[config.mk]
export PLATFORM = sky130hd
export DESIGN_NAME = x86_real_mode_address_unit_flat
export DESIGN_NICKNAME = d
export VERILOG_FILES = /design/src/design/xrm_pkg.sv /design/src/design/xrm_if.sv /design/src/design/xrm_ea.sv /design/src/design/xrm_emit.sv /design/src/design/x86_real_mode_address_unit.sv /design/src/flat_wrapper.sv
export SDC_FILE = /design/constraint.sdc
export NUM_CORES = 1
export LEC_CHECK = 0
export BUFFER_PORTS_ARGS = -buffer_cell sky130_fd_sc_hd__clkbuf_2
export CAP_MARGIN = 40
export CORE_ASPECT_RATIO = 1.1
export CORE_MARGIN = 2
export CORE_UTILIZATION = 55
export CTS_CLUSTER_SIZE = 8
export DETAILED_ROUTE_END_ITERATION = 10
export GPL_TIMING_DRIVEN = 0
export HOLD_SLACK_MARGIN = 0.05
export PLACE_DENSITY = 0.78
export SYNTH_ARGS = -nofsm -noshare
export SYNTH_HDL_FRONTEND = slang
export SYNTH_HIERARCHICAL = 1
export SYNTH_SLANG_ARGS = --single-unit
export TNS_END_PERCENT = 5
[constraint.sdc]
create_clock -name clk -period 9.3 [get_ports clk]
set_input_delay 1.86 -clock clk [delete_from_list [all_inputs] [get_ports clk]]
set_output_delay 1.86 -clock clk [all_outputs]
set_load 0.02 [all_outputs]
[src/design/xrm_pkg.sv]
// ============================================================================
// xrm_pkg
// Shared types and constants of the real-mode address unit.
// ============================================================================
package xrm_pkg;

    typedef enum logic [2:0] {
        CMD_FETCH   = 3'd0,
        CMD_POP     = 3'd1,
        CMD_PUSH    = 3'd2,
        CMD_MODRM   = 3'd3,
        CMD_RD      = 3'd4,
        CMD_WR      = 3'd5,
        CMD_LOAD_IP = 3'd6,
        CMD_LOAD_SP = 3'd7
    } cmd_t;

    typedef enum logic [2:0] {
        RM_BX_SI = 3'd0,
        RM_BX_DI = 3'd1,
        RM_BP_SI = 3'd2,
        RM_BP_DI = 3'd3,
        RM_SI    = 3'd4,
        RM_DI    = 3'd5,
        RM_BP    = 3'd6,
        RM_BX    = 3'd7
    } rm_t;

    localparam logic [7:0]  MODRM_REG_MIN = 8'hC0;
    localparam logic [7:0]  DIRECT_MASK   = 8'hC7;
    localparam logic [7:0]  DIRECT_FORM   = 8'h06;
    localparam logic [1:0]  MOD_DISP8     = 2'b01;
    localparam logic [1:0]  MOD_DISP16    = 2'b10;
    localparam logic [15:0] STACK_STEP    = 16'd2;

    typedef struct packed {
        logic [2:0]  cmd;
        logic        word_size;
        logic [7:0]  modrm;
        logic [15:0] disp;
        logic [15:0] seg_code;
        logic [15:0] seg_data;
        logic [15:0] seg_stack;
        logic [15:0] reg_bx;
        logic [15:0] reg_bp;
        logic [15:0] reg_si;
        logic [15:0] reg_di;
        logic [15:0] value;
    } req_t;

    // effective address result
    typedef struct packed {
        logic [15:0] seg;
        logic [15:0] off;
        logic        is_reg;
    } ea_t;

    // one decoded request, as handed to the output stage
    typedef struct packed {
        logic [15:0] seg;
        logic [15:0] off;
        logic        is_write;
        logic [15:0] data;
        logic        is_register;
        logic [2:0]  reg_index;
        logic        word;
        logic [15:0] ip_now;
        logic [15:0] sp_now;
    } access_t;

endpackage

[src/design/xrm_if.sv]
// ============================================================================
// xrm interfaces
// Valid/ready channels for requests and for byte bus accesses.
// ============================================================================
interface xrm_req_if;
    logic        valid;
    logic        ready;
    logic [2:0]  cmd;
    logic        word_size;
    logic [7:0]  modrm;
    logic [15:0] disp;
    logic [15:0] seg_code;
    logic [15:0] seg_data;
    logic [15:0] seg_stack;
    logic [15:0] reg_bx;
    logic [15:0] reg_bp;
    logic [15:0] reg_si;
    logic [15:0] reg_di;
    logic [15:0] value;

    modport source (output valid, cmd, word_size, modrm, disp, seg_code, seg_data,
                    seg_stack, reg_bx, reg_bp, reg_si, reg_di, value,
                    input ready);
    modport sink   (input valid, cmd, word_size, modrm, disp, seg_code, seg_data,
                    seg_stack, reg_bx, reg_bp, reg_si, reg_di, value,
                    output ready);
endinterface

interface xrm_acc_if;
    logic        valid;
    logic        ready;
    logic [19:0] phys_addr;
    logic [15:0] seg_out;
    logic [15:0] offset_out;
    logic        is_write;
    logic [7:0]  write_byte;
    logic        is_register;
    logic [2:0]  reg_index;
    logic        last;
    logic [15:0] ip_now;
    logic [15:0] sp_now;

    modport source (output valid, phys_addr, seg_out, offset_out, is_write, write_byte,
                    is_register, reg_index, last, ip_now, sp_now,
                    input ready);
    modport sink   (input valid, phys_addr, seg_out, offset_out, is_write, write_byte,
                    is_register, reg_index, last, ip_now, sp_now,
                    output ready);
endinterface

[src/design/xrm_ea.sv]
// ============================================================================
// xrm_ea
// ModRM effective address: base/index select, displacement, segment choice.
// ============================================================================
module xrm_ea (
    input  logic [7:0]   modrm,
    input  logic [15:0]  disp,
    input  logic [15:0]  seg_data,
    input  logic [15:0]  seg_stack,
    input  logic [15:0]  reg_bx,
    input  logic [15:0]  reg_bp,
    input  logic [15:0]  reg_si,
    input  logic [15:0]  reg_di,
    output xrm_pkg::ea_t ea
);
    import xrm_pkg::*;

    logic [15:0] disp_ext;
    logic [15:0] base;
    logic [15:0] index;
    logic        use_ss;

    always_comb
    begin
        if (modrm[7:6] == MOD_DISP8)
            disp_ext = {{8{disp[7]}}, disp[7:0]};
        else if (modrm[7:6] == MOD_DISP16)
            disp_ext = disp;
        else
            disp_ext = 16'd0;

        base   = 16'd0;
        index  = 16'd0;
        use_ss = 1'b0;
        case (rm_t'(modrm[2:0]))
            RM_BX_SI: begin base = reg_bx; index = reg_si; end
            RM_BX_DI: begin base = reg_bx; index = reg_di; end
            RM_BP_SI: begin base = reg_bp; index = reg_si; use_ss = 1'b1; end
            RM_BP_DI: begin base = reg_bp; index = reg_di; use_ss = 1'b1; end
            RM_SI:    index = reg_si;
            RM_DI:    index = reg_di;
            RM_BP:    begin base = reg_bp; use_ss = 1'b1; end
            RM_BX:    base = reg_bx;
            default:  base = reg_bx;
        endcase

        ea.is_reg = (modrm >= MODRM_REG_MIN);
        if ((modrm & DIRECT_MASK) == DIRECT_FORM)
        begin
            // mod 00 rm 110 is a plain 16-bit address, not bp
            ea.seg = seg_data;
            ea.off = disp;
        end
        else
        begin
            ea.seg = use_ss ? seg_stack : seg_data;
            ea.off = disp_ext + base + index;
        end
    end

endmodule

[src/design/xrm_emit.sv]
// ============================================================================
// xrm_emit
// Output stage: holds one decoded request and sends its one or two bytes.
// ============================================================================
module xrm_emit (
    input  logic            clk,
    input  logic            rst_n,
    input  logic            load,
    input  xrm_pkg::access_t acc,
    output logic            free,
    xrm_acc_if.source       rsp
);
    import xrm_pkg::*;

    logic        valid_reg;
    logic        valid_next;
    logic        phase_reg;
    logic        phase_next;
    access_t     acc_reg;
    logic [15:0] off_cur;
    logic        xfer;

    assign xfer    = rsp.valid && rsp.ready;
    assign free    = !valid_reg || (rsp.ready && rsp.last);
    assign off_cur = acc_reg.off + {15'd0, phase_reg};

    assign rsp.valid       = valid_reg;
    assign rsp.phys_addr   = {acc_reg.seg, 4'd0} + {4'd0, off_cur};
    assign rsp.seg_out     = acc_reg.seg;
    assign rsp.offset_out  = off_cur;
    assign rsp.is_write    = acc_reg.is_write;
    assign rsp.write_byte  = phase_reg ? acc_reg.data[15:8] : acc_reg.data[7:0];
    assign rsp.is_register = acc_reg.is_register;
    assign rsp.reg_index   = acc_reg.reg_index;
    assign rsp.last        = !acc_reg.word || phase_reg;
    assign rsp.ip_now      = acc_reg.ip_now;
    assign rsp.sp_now      = acc_reg.sp_now;

    always_comb
    begin
        valid_next = valid_reg;
        phase_next = phase_reg;
        if (xfer)
        begin
            if (rsp.last)
            begin
                valid_next = 1'b0;
                phase_next = 1'b0;
            end
            else
                phase_next = 1'b1;
        end
        if (load)
        begin
            valid_next = 1'b1;
            phase_next = 1'b0;
        end
    end

    always_ff @(posedge clk or negedge rst_n)
    begin
        if (!rst_n)
        begin
            valid_reg <= 1'b0;
            phase_reg <= 1'b0;
        end
        else
        begin
            valid_reg <= valid_next;
            phase_reg <= phase_next;
        end
    end

    always_ff @(posedge clk)
    begin
        if (load)
            acc_reg <= acc;
    end

`ifndef NO_ASSERTIONS
    a_phase_word: assert property (@(posedge clk) disable iff (!rst_n)
        (valid_reg && phase_reg) |-> acc_reg.word)
        else $error("second byte on a byte access");
    a_second_byte: assert property (@(posedge clk) disable iff (!rst_n)
        (xfer && !rsp.last) |=> (valid_reg && phase_reg))
        else $error("second byte of a word lost");
    a_load_free: assert property (@(posedge clk) disable iff (!rst_n)
        load |-> (!valid_reg || (xfer && rsp.last)))
        else $error("output stage overwritten");
`endif

endmodule

[src/design/x86_real_mode_address_unit.sv]
// ============================================================================
// x86_real_mode_address_unit
// Address unit of a 16-bit real-mode core: pointer state and byte accesses.
// ============================================================================
// A request is taken into an input register, decoded there (pointer update,
// ModRM effective address) and moved to the output stage register, which
// sends one byte transfer per cycle while the access channel is ready:
// physical address is segment*16 + offset, cut to 20 bits. Loads of ip or sp
// produce no transfer and sustain one per cycle; byte and register-operand
// requests do so while the access channel is ready; word requests (pop and
// push are always words) hold the output stage until the second byte is sent.
module x86_real_mode_address_unit (
    input  logic      clk,
    input  logic      rst_n,
    xrm_req_if.sink   req,
    xrm_acc_if.source rsp
);
    import xrm_pkg::*;

    logic        a_valid_reg;
    req_t        a_reg;
    logic [15:0] ip_reg;
    logic [15:0] ip_next;
    logic [15:0] sp_reg;
    logic [15:0] sp_next;
    logic        a_advance;
    logic        no_result;
    logic        emit_free;
    access_t     acc;
    ea_t         ea;
    cmd_t        cmd;

    assign cmd       = cmd_t'(a_reg.cmd);
    assign no_result = (cmd == CMD_LOAD_IP) || (cmd == CMD_LOAD_SP);
    assign a_advance = a_valid_reg && (no_result || emit_free);
    assign req.ready = !a_valid_reg || a_advance;

    xrm_ea u_ea (
        .modrm     (a_reg.modrm),
        .disp      (a_reg.disp),
        .seg_data  (a_reg.seg_data),
        .seg_stack (a_reg.seg_stack),
        .reg_bx    (a_reg.reg_bx),
        .reg_bp    (a_reg.reg_bp),
        .reg_si    (a_reg.reg_si),
        .reg_di    (a_reg.reg_di),
        .ea        (ea)
    );

    always_comb
    begin
        ip_next         = ip_reg;
        sp_next         = sp_reg;
        acc.seg         = a_reg.seg_data;
        acc.off         = a_reg.disp;
        acc.is_write    = 1'b0;
        acc.data        = 16'd0;
        acc.is_register = 1'b0;
        acc.reg_index   = 3'd0;
        acc.word        = a_reg.word_size;
        case (cmd)
            CMD_FETCH:
            begin
                acc.seg = a_reg.seg_code;
                acc.off = ip_reg;
                ip_next = ip_reg + (a_reg.word_size ? 16'd2 : 16'd1);
            end
            CMD_POP:
            begin
                acc.seg  = a_reg.seg_stack;
                acc.off  = sp_reg;
                acc.word = 1'b1;
                sp_next  = sp_reg + STACK_STEP;
            end
            CMD_PUSH:
            begin
                // pre-decrement, then write at the new top
                sp_next      = sp_reg - STACK_STEP;
                acc.seg      = a_reg.seg_stack;
                acc.off      = sp_next;
                acc.is_write = 1'b1;
                acc.data     = a_reg.value;
                acc.word     = 1'b1;
            end
            CMD_MODRM:
            begin
                if (ea.is_reg)
                begin
                    acc.seg         = 16'd0;
                    acc.off         = 16'd0;
                    acc.is_register = 1'b1;
                    acc.reg_index   = a_reg.modrm[2:0];
                    acc.word        = 1'b0;
                end
                else
                begin
                    acc.seg = ea.seg;
                    acc.off = ea.off;
                end
            end
            CMD_RD: ;
            CMD_WR:
            begin
                acc.is_write = 1'b1;
                acc.data     = a_reg.value;
            end
            CMD_LOAD_IP: ip_next = a_reg.value;
            CMD_LOAD_SP: sp_next = a_reg.value;
            default: ;
        endcase
        acc.ip_now = ip_next;
        acc.sp_now = sp_next;
    end

    always_ff @(posedge clk or negedge rst_n)
    begin
        if (!rst_n)
        begin
            a_valid_reg <= 1'b0;
            ip_reg      <= 16'd0;
            sp_reg      <= 16'd0;
        end
        else
        begin
            if (req.valid && req.ready)
                a_valid_reg <= 1'b1;
            else if (a_advance)
                a_valid_reg <= 1'b0;
            if (a_advance)
            begin
                ip_reg <= ip_next;
                sp_reg <= sp_next;
            end
        end
    end

    always_ff @(posedge clk)
    begin
        if (req.valid && req.ready)
        begin
            a_reg.cmd       <= req.cmd;
            a_reg.word_size <= req.word_size;
            a_reg.modrm     <= req.modrm;
            a_reg.disp      <= req.disp;
            a_reg.seg_code  <= req.seg_code;
            a_reg.seg_data  <= req.seg_data;
            a_reg.seg_stack <= req.seg_stack;
            a_reg.reg_bx    <= req.reg_bx;
            a_reg.reg_bp    <= req.reg_bp;
            a_reg.reg_si    <= req.reg_si;
            a_reg.reg_di    <= req.reg_di;
            a_reg.value     <= req.value;
        end
    end

    xrm_emit u_emit (
        .clk   (clk),
        .rst_n (rst_n),
        .load  (a_advance && !no_result),
        .acc   (acc),
        .free  (emit_free),
        .rsp   (rsp)
    );

`ifndef NO_ASSERTIONS
    a_ptr_hold: assert property (@(posedge clk) disable iff (!rst_n)
        !a_advance |=> ($stable(ip_reg) && $stable(sp_reg)))
        else $error("pointer moved without a request");
    a_push_sp: assert property (@(posedge clk) disable iff (!rst_n)
        (a_advance && cmd == CMD_PUSH) |=> (sp_reg == $past(sp_reg) - STACK_STEP))
        else $error("push did not lower sp by two");
    a_reg_last: assert property (@(posedge clk) disable iff (!rst_n)
        (rsp.valid && rsp.is_register) |-> (rsp.last && !rsp.is_write))
        else $error("register operand must be a single read");
`endif

endmodule

[src/flat_wrapper.sv]
// flat-port wrapper written by rule: the top's interface ports become plain ports
module x86_real_mode_address_unit_flat import xrm_pkg::*;
  (clk, rst_n, req_valid, req_cmd, req_word_size, req_modrm, req_disp, req_seg_code, req_seg_data, req_seg_stack, req_reg_bx, req_reg_bp, req_reg_si, req_reg_di, req_value, req_ready, rsp_valid, rsp_phys_addr, rsp_seg_out, rsp_offset_out, rsp_is_write, rsp_write_byte, rsp_is_register, rsp_reg_index, rsp_last, rsp_ip_now, rsp_sp_now, rsp_ready);
  xrm_req_if req_i ();
  xrm_acc_if rsp_i ();
  input  logic clk;
  input  logic rst_n;
  input wire logic [$bits(req_i.valid)-1:0] req_valid;
  input wire logic [$bits(req_i.cmd)-1:0] req_cmd;
  input wire logic [$bits(req_i.word_size)-1:0] req_word_size;
  input wire logic [$bits(req_i.modrm)-1:0] req_modrm;
  input wire logic [$bits(req_i.disp)-1:0] req_disp;
  input wire logic [$bits(req_i.seg_code)-1:0] req_seg_code;
  input wire logic [$bits(req_i.seg_data)-1:0] req_seg_data;
  input wire logic [$bits(req_i.seg_stack)-1:0] req_seg_stack;
  input wire logic [$bits(req_i.reg_bx)-1:0] req_reg_bx;
  input wire logic [$bits(req_i.reg_bp)-1:0] req_reg_bp;
  input wire logic [$bits(req_i.reg_si)-1:0] req_reg_si;
  input wire logic [$bits(req_i.reg_di)-1:0] req_reg_di;
  input wire logic [$bits(req_i.value)-1:0] req_value;
  output wire logic [$bits(req_i.ready)-1:0] req_ready;
  output wire logic [$bits(rsp_i.valid)-1:0] rsp_valid;
  output wire logic [$bits(rsp_i.phys_addr)-1:0] rsp_phys_addr;
  output wire logic [$bits(rsp_i.seg_out)-1:0] rsp_seg_out;
  output wire logic [$bits(rsp_i.offset_out)-1:0] rsp_offset_out;
  output wire logic [$bits(rsp_i.is_write)-1:0] rsp_is_write;
  output wire logic [$bits(rsp_i.write_byte)-1:0] rsp_write_byte;
  output wire logic [$bits(rsp_i.is_register)-1:0] rsp_is_register;
  output wire logic [$bits(rsp_i.reg_index)-1:0] rsp_reg_index;
  output wire logic [$bits(rsp_i.last)-1:0] rsp_last;
  output wire logic [$bits(rsp_i.ip_now)-1:0] rsp_ip_now;
  output wire logic [$bits(rsp_i.sp_now)-1:0] rsp_sp_now;
  input wire logic [$bits(rsp_i.ready)-1:0] rsp_ready;
  assign req_i.valid = req_valid;
  assign req_i.cmd = req_cmd;
  assign req_i.word_size = req_word_size;
  assign req_i.modrm = req_modrm;
  assign req_i.disp = req_disp;
  assign req_i.seg_code = req_seg_code;
  assign req_i.seg_data = req_seg_data;
  assign req_i.seg_stack = req_seg_stack;
  assign req_i.reg_bx = req_reg_bx;
  assign req_i.reg_bp = req_reg_bp;
  assign req_i.reg_si = req_reg_si;
  assign req_i.reg_di = req_reg_di;
  assign req_i.value = req_value;
  assign req_ready = req_i.ready;
  assign rsp_valid = rsp_i.valid;
  assign rsp_phys_addr = rsp_i.phys_addr;
  assign rsp_seg_out = rsp_i.seg_out;
  assign rsp_offset_out = rsp_i.offset_out;
  assign rsp_is_write = rsp_i.is_write;
  assign rsp_write_byte = rsp_i.write_byte;
  assign rsp_is_register = rsp_i.is_register;
  assign rsp_reg_index = rsp_i.reg_index;
  assign rsp_last = rsp_i.last;
  assign rsp_ip_now = rsp_i.ip_now;
  assign rsp_sp_now = rsp_i.sp_now;
  assign rsp_i.ready = rsp_ready;
  x86_real_mode_address_unit u_core (.clk(clk), .rst_n(rst_n), .req(req_i), .rsp(rsp_i));
endmodule
== Word-level counts from Yosys, hierarchy flattened ==
Cells that the tools add are included.
Operators by class
  eq/ne operators: 16
  reduce and logical (&&, ||, !) cells: 27
  magnitude comparators: 1
  add/sub/neg operators: 7
  mux-type cells: 24
Operators by type and width (number)
  32-bit case mux with 4 select lines: 1
  16-bit case mux with 2 select lines: 3
  32-bit 2-to-1 mux: 2
  16-bit adder: 3
  16-bit 2-to-1 mux: 3
  16-bit case mux with 3 select lines: 1
  3-bit equality test, second input constant: 7
  20-bit by 16-bit adder with 20-bit output: 1
  17-bit 2-to-1 mux: 1
  16-bit by 1-bit adder with 16-bit output: 1
  16-bit by 2-bit adder with 16-bit output, second input constant: 1
  16-bit by 2-bit subtractor with 16-bit output, second input constant: 1
  3-bit by 2-bit equality test with 1-bit output, second input constant: 4
  3-bit OR reduction: 4
  1-bit 2-to-1 mux: 9
  8-bit greater-or-equal comparator, second input constant: 1
  8-bit 2-to-1 mux: 1
  3-bit by 1-bit equality test with 1-bit output, second input constant: 2
  3-bit logical NOT: 2
  2-bit nonzero test: 3
  5-bit by 3-bit equality test with 1-bit output, second input constant: 1
  1-bit logical AND: 5
  1-bit logical OR: 5
  5-bit 2-to-1 mux: 1
  other kinds (7): 12
Storage, ports and cells
  bits of input ports: 160
  flip-flop bits (word level): 277
  output and inout port bits: 100
  logic and storage cells: 101

== Longest topological paths before layout ==
Gate-level depths: netlist (run 1).
  depth in word-level cells: 9
  depth in mapped cells: 20
  gate-level depth less buffers: 18

== Modules after synthesis ==
Netlist (run 1), hierarchy kept.
By module, submodules not included
  x86_real_mode_address_unit: cells each 783, times used 1, sequential area each 5510.3 sq um, area an instance 9186.3 sq um
  xrm_emit: cells each 296, times used 1, sequential area each 2632.5 sq um, area an instance 4159.0 sq um
  xrm_ea: cells each 358, times used 1, sequential area each 0.0 sq um, area an instance 2493.6 sq um

== Worst setup path before layout (run 1) ==
OpenSTA, ideal clock, no wires.
  path kind: input to register
  from: input rsp_ready
  to: register u_core/u_emit/acc_reg[32] in the netlist's numbering (enable)
  required time: 8738 ps
  stages on the path: 7
  buffers on the path: 2
  setup slack: 1937 ps
  arrival: 6801 ps
  setup time: 562 ps
  path through: nand2_1 -> nand2_1 -> a21oi_1 -> nand2b_1 -> clkbuf_1 -> clkbuf_1 -> a21oi_1
On the way
  cells in the longest elaborated chain, start to end: 5
RTL lines
  start: declaration: line flat_wrapper.sv:33  | input wire logic [$bits(rsp_i.ready)-1:0] rsp_ready;
  1-bit logical AND: line xrm_emit.sv:24  | assign free = !valid_reg || (rsp.ready && rsp.last);
  1-bit logical OR: line xrm_emit.sv:24
  via u_core.emit_free: line x86_real_mode_address_unit.sv:28  | logic emit_free;
  1-bit logical OR: line x86_real_mode_address_unit.sv:35  | assign a_advance = a_valid_reg && (no_result || emit_free);
  1-bit logical AND: line x86_real_mode_address_unit.sv:35
  1-bit logical AND: line x86_real_mode_address_unit.sv:159  | .load (a_advance && !no_result),
  end signal: assignment: line xrm_emit.sv:77  | acc_reg <= acc;
  end: declaration: line xrm_emit.sv:19  | access_t acc_reg;
The timed path passes the listed nets, and every way through them passes these cells.
A chain may end at the register's enable or synchronous reset.

== Worst setup path after layout (run 1) ==
  from: register u_core.u_emit.phase_reg
  to: output rsp_phys_addr[12]
On the way
  cells in the longest elaborated chain, start to end: 2
RTL lines
  start: declaration: line xrm_emit.sv:17  | logic phase_reg;
  start signal: assignment: line xrm_emit.sv:70  | phase_reg <= phase_next;
  16-bit by 1-bit adder with 16-bit output: line xrm_emit.sv:25  | assign off_cur = acc_reg.off + {15'd0, phase_reg};
  20-bit by 16-bit adder with 20-bit output: line xrm_emit.sv:28  | assign rsp.phys_addr = {acc_reg.seg, 4'd0} + {4'd0, off_cur};
  end: declaration: line flat_wrapper.sv:23  | output wire logic [$bits(rsp_i.phys_addr)-1:0] rsp_phys_addr;
Every way passes these cells.

==> results.sh, run 1 <==
export IMPL_outcome="finished, final reports clean"
export IMPL_hold_viol_final=0
export IMPL_relSlewSlack_pct=31.3
export IMPL_routabilityCongestion=0.963
export IMPL_ant_nets=0
export IMPL_syn_nets=1645
export IMPL_whs_ps=549
export IMPL_core_area_um2=28000
export IMPL_place_area_um2=17600
export IMPL_ir_drop_v=0.000198
export IMPL_syn_inst=1434
export IMPL_antenna_found_initial=0
export IMPL_cts_tree="yes"
export IMPL_required_ps=7440
export IMPL_place_hpwl_um=34500
export IMPL_fmax_mhz=174
export IMPL_max_stage_delay_ps=450
export IMPL_via_per_inst=5.98
export IMPL_grt_ovfl_total=0
export IMPL_cp_start_kind="flop"
export IMPL_final_max_slew_viol_count=0
export IMPL_via_count=12700
export IMPL_clk_pin_slew_ps=50
export IMPL_setup_viol=0
export IMPL_ff2ff_path_depth=18
export IMPL_final_cell_area_um2=18800
export IMPL_die_area_um2=30000
export IMPL_finalCriticalPeriod_ps=5750
export IMPL_grt_usage_pct=30.6
export IMPL_crit_fanout=7
export IMPL_post_route_period_util_pct=61.8
export IMPL_place_port_buffers=256
export IMPL_start_util_pct=56.2
export IMPL_syn_area_per_cell_um2=11.0
export IMPL_grt_max_degree=66
export IMPL_largest_reg_flops=150
export IMPL_hold_path_depth=1
export IMPL_wl_per_cell_um=21.4
export IMPL_drt_first_pass_iters=7
export IMPL_htreeDepth=2
export IMPL_grt_pass1_wl_um=70400
export IMPL_fp_dieW_um=165
export IMPL_skew_ps=25.0
export IMPL_drt_wl_total_um=45500
export IMPL_cts_buffers=40
export IMPL_io_pins=260
export IMPL_cts_buffer_depth=3
export IMPL_yosys_warnings=6
export IMPL_worstMarginPinSlew_ps=1030
export IMPL_drive_gt1_share_pct=26.5
export IMPL_postCtsResizedCells=0
export IMPL_crit_type="reg -> out"
export IMPL_cap_violations=0
export IMPL_fin_nets=1950
export IMPL_crit_chain="ha_1 -> ha_1 -> nand4_1 -> nor2_1 -> xor2_1 -> ha_1 -> buf_6 -> a211o_1 -> a31o_1 -> nor2b_4 -> a21oi_2 -> xnor2_1 -> clkbuf_2"
export IMPL_cp_common_cell="ha_1"
export IMPL_worst_skew_pair_late_latency_ps=530
export IMPL_area_delta_synth_final_pct=19.2
export IMPL_drc=0
export IMPL_leakage_nw=7.79
export IMPL_rows=64
export IMPL_first_global_vias=12700
export IMPL_clock_sinks=274
export IMPL_root_buffer="clkbuf_16"
export IMPL_cp_end_kind="primary output"
export IMPL_grt_setup_unrepaired="false"
export IMPL_nFillCells=2203
export IMPL_fp_dieH_um=181
export IMPL_p_per_area_nw_per_um2=307
export IMPL_min_path_type="reg -> reg"
export IMPL_syn_area_um2=15700
export IMPL_slowest_stage="dfrtp_1"
export IMPL_drt_iter0_markers=1288
export IMPL_postCtsHoldBufs=0
export IMPL_cts_setup_buffers=0
export IMPL_cp_arrival_ps=3890
export IMPL_n_antenna_cell=0
==> metrics by stage <==
stage	setup WS (ps)	utilization [%]	instances	setup TNS, ps	power, mW
6_report	3550	67.0	2125	0	5.77
5_1_grt	3230	67.0	2125	0	6.08
4_1_cts	3600	67.0	2125	0	5.76
3_5_place_dp	4180	62.9	2060	0	4.42
3_3_place_gp	-628	62.4	2053	-54450	4.39
2_1_floorplan	1940	-	1434	0	3.66
==> worst paths after layout <==
| path | start | endpoint | slack (ps) |
|---|---|---|---|
| worst max-delay path | u_core/u_emit/phase_reg | rsp_phys_addr[12] | 3550 |
| worst min-delay path | u_core/a_reg[144] | u_core/u_emit/rsp.reg_index[0] | 550 |
| worst max register to register | u_core/a_reg[144] | u_core/u_emit/acc_reg[64] | 4690 |
| worst min register to register | u_core/a_reg[144] | u_core/u_emit/rsp.reg_index[0] | 550 |
| max in group asynchronous | rst_n | u_core/sp_reg[8] | 7520 |
| min in group asynchronous | rst_n | u_core/ip_reg[0] | 1260 |
==> cells in the final DEF, fill, tap and decap left out, types with 12 or more instances in the layout <==
master and count:
o21ai_0 51, nand2_1 133, dfrtp_1 35, and2_1 29, buf_4 58, o21ai_1 12, buf_2 34, a22oi_1 17
edfxtp_1 239, buf_1 12, mux2i_1 41, nand4_1 14, ha_1 33, mux2_1 16, a221oi_1 16, a31oi_1 12
xor2_1 18, clkbuf_2 256, nor3_1 15, a21oi_1 91, nand3_1 42, nor2_1 99, clkbuf_1 58, fa_1 18
mux2_2 41, nand2b_1 12, or3_1 12, xnor2_1 29, clkbuf_16 40, a21o_1 15, inv_1 64, a2bb2oi_1 13
==> layer usage <==
| layer | part of all wire, % | GRT usage [%] |
|---|---|---|
| met3 | 7.7 | 5.62 |
| met1 | 39 | 39.5 |
| met2 | 48 | 49.7 |
| met4 | 5.5 | 14.9 |
| met5 | 0 | 0.168 |
==> final cells by class <==
cell class,count,area (um^2),share of cell area (%)
clock inverters,4,51.3,0.273
inverters,64,240,1.28
well taps,363,454,2.42
plain buffers,143,811,4.32
clock buffers,61,1090,5.80
multi-input cells,953,6660,35.5
flip-flops and latches,274,8050,42.9
repair buffers,263,1420,7.57
==> worst max-delay path: cells and delay by family, from the launching register on <==
kind                     cells  cell delay (ps)
AO/OA/AOI/OAI                3              620
flip-flops                   1              450
buffers and inverters        2              340
XOR/XNOR                     2              540
adder cells (fa/ha/maj)      3              920
AND/OR/NAND/NOR              3              470
==> report_power, final <==
part	switching, mW	internal [mW]	leakage [nW]
Combinational	1.57	0.983	4.51
Sequential	0.203	1.70	2.73
Clock	0.512	0.801	0.546
Total	2.29	3.48	7.79
(Power assumes the default switching activity.)
==> run 2, diff against run 1 <==
--- a/config.mk
+++ b/config.mk
@@ -5,6 +5,7 @@
 export SDC_FILE = /design/constraint.sdc
 export NUM_CORES = 1
 export LEC_CHECK = 0
+export ABC_AREA = 1
 export BUFFER_PORTS_ARGS = -buffer_cell sky130_fd_sc_hd__clkbuf_2
 export CAP_MARGIN = 40
 export CORE_ASPECT_RATIO = 1.1
==> constraint.sdc (replaced) <==
create_clock -name clk -period 6 [get_ports clk]
set_input_delay 1.2 -clock clk [delete_from_list [all_inputs] [get_ports clk]]
set_output_delay 1.2 -clock clk [all_outputs]
set_load 0.02 [all_outputs]
==> run 2 against run 1 <==
Effect of this change: cell area shrank 0.17%; die area up 0.28%; flip-flop and latch count unchanged; final cell count grew 14%; first-iteration DRC count decreased by 5.1%; wire length shrank 0.39%; via count is 4.3% higher; global-route usage down 0.25 points; critical path type unchanged; largest cell class unchanged; highest routed layer unchanged.
==> results.sh, run 2 <==
export IMPL_outcome="finished, final reports clean"
export IMPL_via_per_inst=5.49
export IMPL_pwr_share_comb_pct=43.4
export IMPL_drt_first_pass_iters=5
export IMPL_final_common_cell="nand2_1"
export IMPL_ant_nets=0
export IMPL_wl_per_cell_um=18.8
export IMPL_root_buffer="clkbuf_16"
export IMPL_drt_iter0_markers=1222
export IMPL_grt_setup_unrepaired="false"
export IMPL_worstMarginPinSlew_ps=703
export IMPL_postCtsResizedCells=0
export IMPL_finalCriticalPeriod_ps=4570
export IMPL_crit_fanout=5
export IMPL_required_ps=4800
export IMPL_grt_usage_pct=30.3
export IMPL_fp_dieH_um=182
export IMPL_syn_area_um2=15800
export IMPL_final_cells=2413
export IMPL_grt_pass1_wl_um=69500
export IMPL_drc=0
export IMPL_fin_nets=2234
export IMPL_cts_tree="yes"
export IMPL_drt_wl_total_um=45300
export IMPL_routabilityCongestion=0.960
export IMPL_cp_common_cell="nand2_1"
export IMPL_fp_dieW_um=166
export IMPL_syn_nets=1933
export IMPL_ff2ff_path_depth=21
export IMPL_place_hpwl_um=34700
export IMPL_setup_viol=0
export IMPL_largest_reg_flops=150
export IMPL_htreeDepth=2
export IMPL_cts_buffer_depth=3
export IMPL_place_inst=2349
export IMPL_core_area_um2=28500
export IMPL_die_area_um2=30100
export IMPL_r2r_start="u_core/a_reg[145]"
export IMPL_relSlewSlack_pct=53.1
export IMPL_power_frac_clock_pct=22.9
export IMPL_grt_ovfl_total=0
export IMPL_final_max_slew_viol_count=0
export IMPL_switching_power_mw=3.60
export IMPL_syn_inst=1722
export IMPL_rows=65
export IMPL_slowest_stage="dfrtp_1"
export IMPL_cp_end_kind="primary output"
export IMPL_swShare_pct=40.7
export IMPL_min_path_type="reg -> reg"
export IMPL_crit_type="reg -> out"
export IMPL_postCtsHoldBufs=0
export IMPL_total_power_mw=8.85
export IMPL_place_port_buffers=256
export IMPL_post_route_period_util_pct=76.1
export IMPL_intPower_mw=5.25
export IMPL_cp_arrival_ps=3370
export IMPL_drive_gt1_share_pct=23.9
export IMPL_final_cell_mix="nand2_1 (460), clkbuf_2 (257), edfxtp_1 (239), inv_1 (203), nand3_1 (179)"
export IMPL_clock_sinks=274
export IMPL_hold_path_depth=2
export IMPL_grt_max_degree=88
export IMPL_crit_chain="ha_1 -> ha_1 -> inv_1 -> nor2_4 -> nand2_2 -> nor2_4 -> nand3_2 -> xnor2_1 -> ha_1 -> nand2_1 -> inv_1 -> nand2_1 -> nand2_1 -> a21oi_1 -> nand3_1 -> nand2_1 -> clkbuf_2"
export IMPL_ir_drop_v=0.000455
export IMPL_via_count=13200
export IMPL_area_delta_synth_final_pct=18.7
export IMPL_worst_skew_pair_late_latency_ps=520
export IMPL_start_util_pct=55.5
export IMPL_hold_viol_final=0
export IMPL_first_global_vias=12900
export IMPL_worstSetupStartpoint="u_core/u_emit/phase_reg"
export IMPL_antenna_found_initial=2
export IMPL_fmax_mhz=219
export IMPL_p_per_area_nw_per_um2=472
export IMPL_p_seq_share_pct=33.6
export IMPL_yosys_warnings=6
export IMPL_max_stage_delay_ps=360
export IMPL_io_pins=260
export IMPL_cp_start_kind="flop"
export IMPL_clk_pin_slew_ps=50
export IMPL_skew_ps=17.1
export IMPL_syn_area_per_cell_um2=9.17
export IMPL_hold_start="u_core/ip_reg[15]"
export IMPL_cts_setup_buffers=0
export IMPL_cap_violations=0
export IMPL_leakage_nw=8.77
export IMPL_cts_buffers=40
==> run 2: routing by layer <==
layer,global-route usage [%],vias to the layer above,routed length [um]
met3,4.71,105,3050
li1,-,6292,-
met2,51.8,607,22600
met1,39.2,6245,18100
met4,10.6,0,1510
met5,0,-,0
==> run 2: metrics by stage <==
| stage | area (um^2) | TNS, ps | util, % | hold slack, ps | setup WS [ps] |
|---|---|---|---|---|---|
| 6_report | 18700 | 0 | 65.9 | 545 | 1430 |
| 4_1_cts | 18700 | 0 | 65.8 | 533 | 1420 |
| 5_1_grt | 18700 | 0 | 65.9 | 568 | 1110 |
| 3_5_place_dp | 17600 | 0 | 61.9 | 520 | 1970 |
| 2_1_floorplan | 15800 | 0 | - | 471 | 814 |
| 3_3_place_gp | 17500 | -61990 | 61.6 | 512 | -426 |
==> run 2: power groups by stage <==
stage	registers (mW)	logic [mW]	clock network [mW]
4_1_cts	2.97	3.82	2.06
3_3_place_gp	3.04	3.69	0
6_report	2.98	3.84	2.03
2_1_floorplan	2.92	2.70	0
5_1_grt	3.02	4.27	2.15
3_5_place_dp	3.00	3.79	0
==> run 2: worst max-delay path, delay by kind of cell (launching register included) <==
kind	cells	cell delay, ps
AOI/OAI and AO/OA	1	160
xor gates and xnor gates	1	290
adders and majority gates	3	850
buffers and inverters	3	310
DFF	1	360
and+or+nand+nor	9	890
==> run 2: final timing paths <==
check	endpoint	slack, ps
max	rsp_phys_addr[19]	1430
min	u_core/ip_reg[15]	550
max in group asynchronous	u_core/ip_reg[3]	4910
max reg2reg	u_core/u_emit/acc_reg[63]	1840
min reg2reg	u_core/ip_reg[15]	550
min in group asynchronous	u_core/ip_reg[9]	590
==> run 2: layout make-up <==
| class | instances | area [um^2] |
|---|---|---|
| Timing Repair Buffer | 259 | 1360 |
| Multi-Input combinational cell | 1123 | 6150 |
| Sequential cell | 274 | 8050 |
| Fill cell | 2314 | 9720 |
| Antenna cell | 2 | 5.00 |
| Clock buffer | 62 | 1120 |
| Inverter | 218 | 837 |
| Buffer | 107 | 763 |
| Tap cell | 368 | 460 |
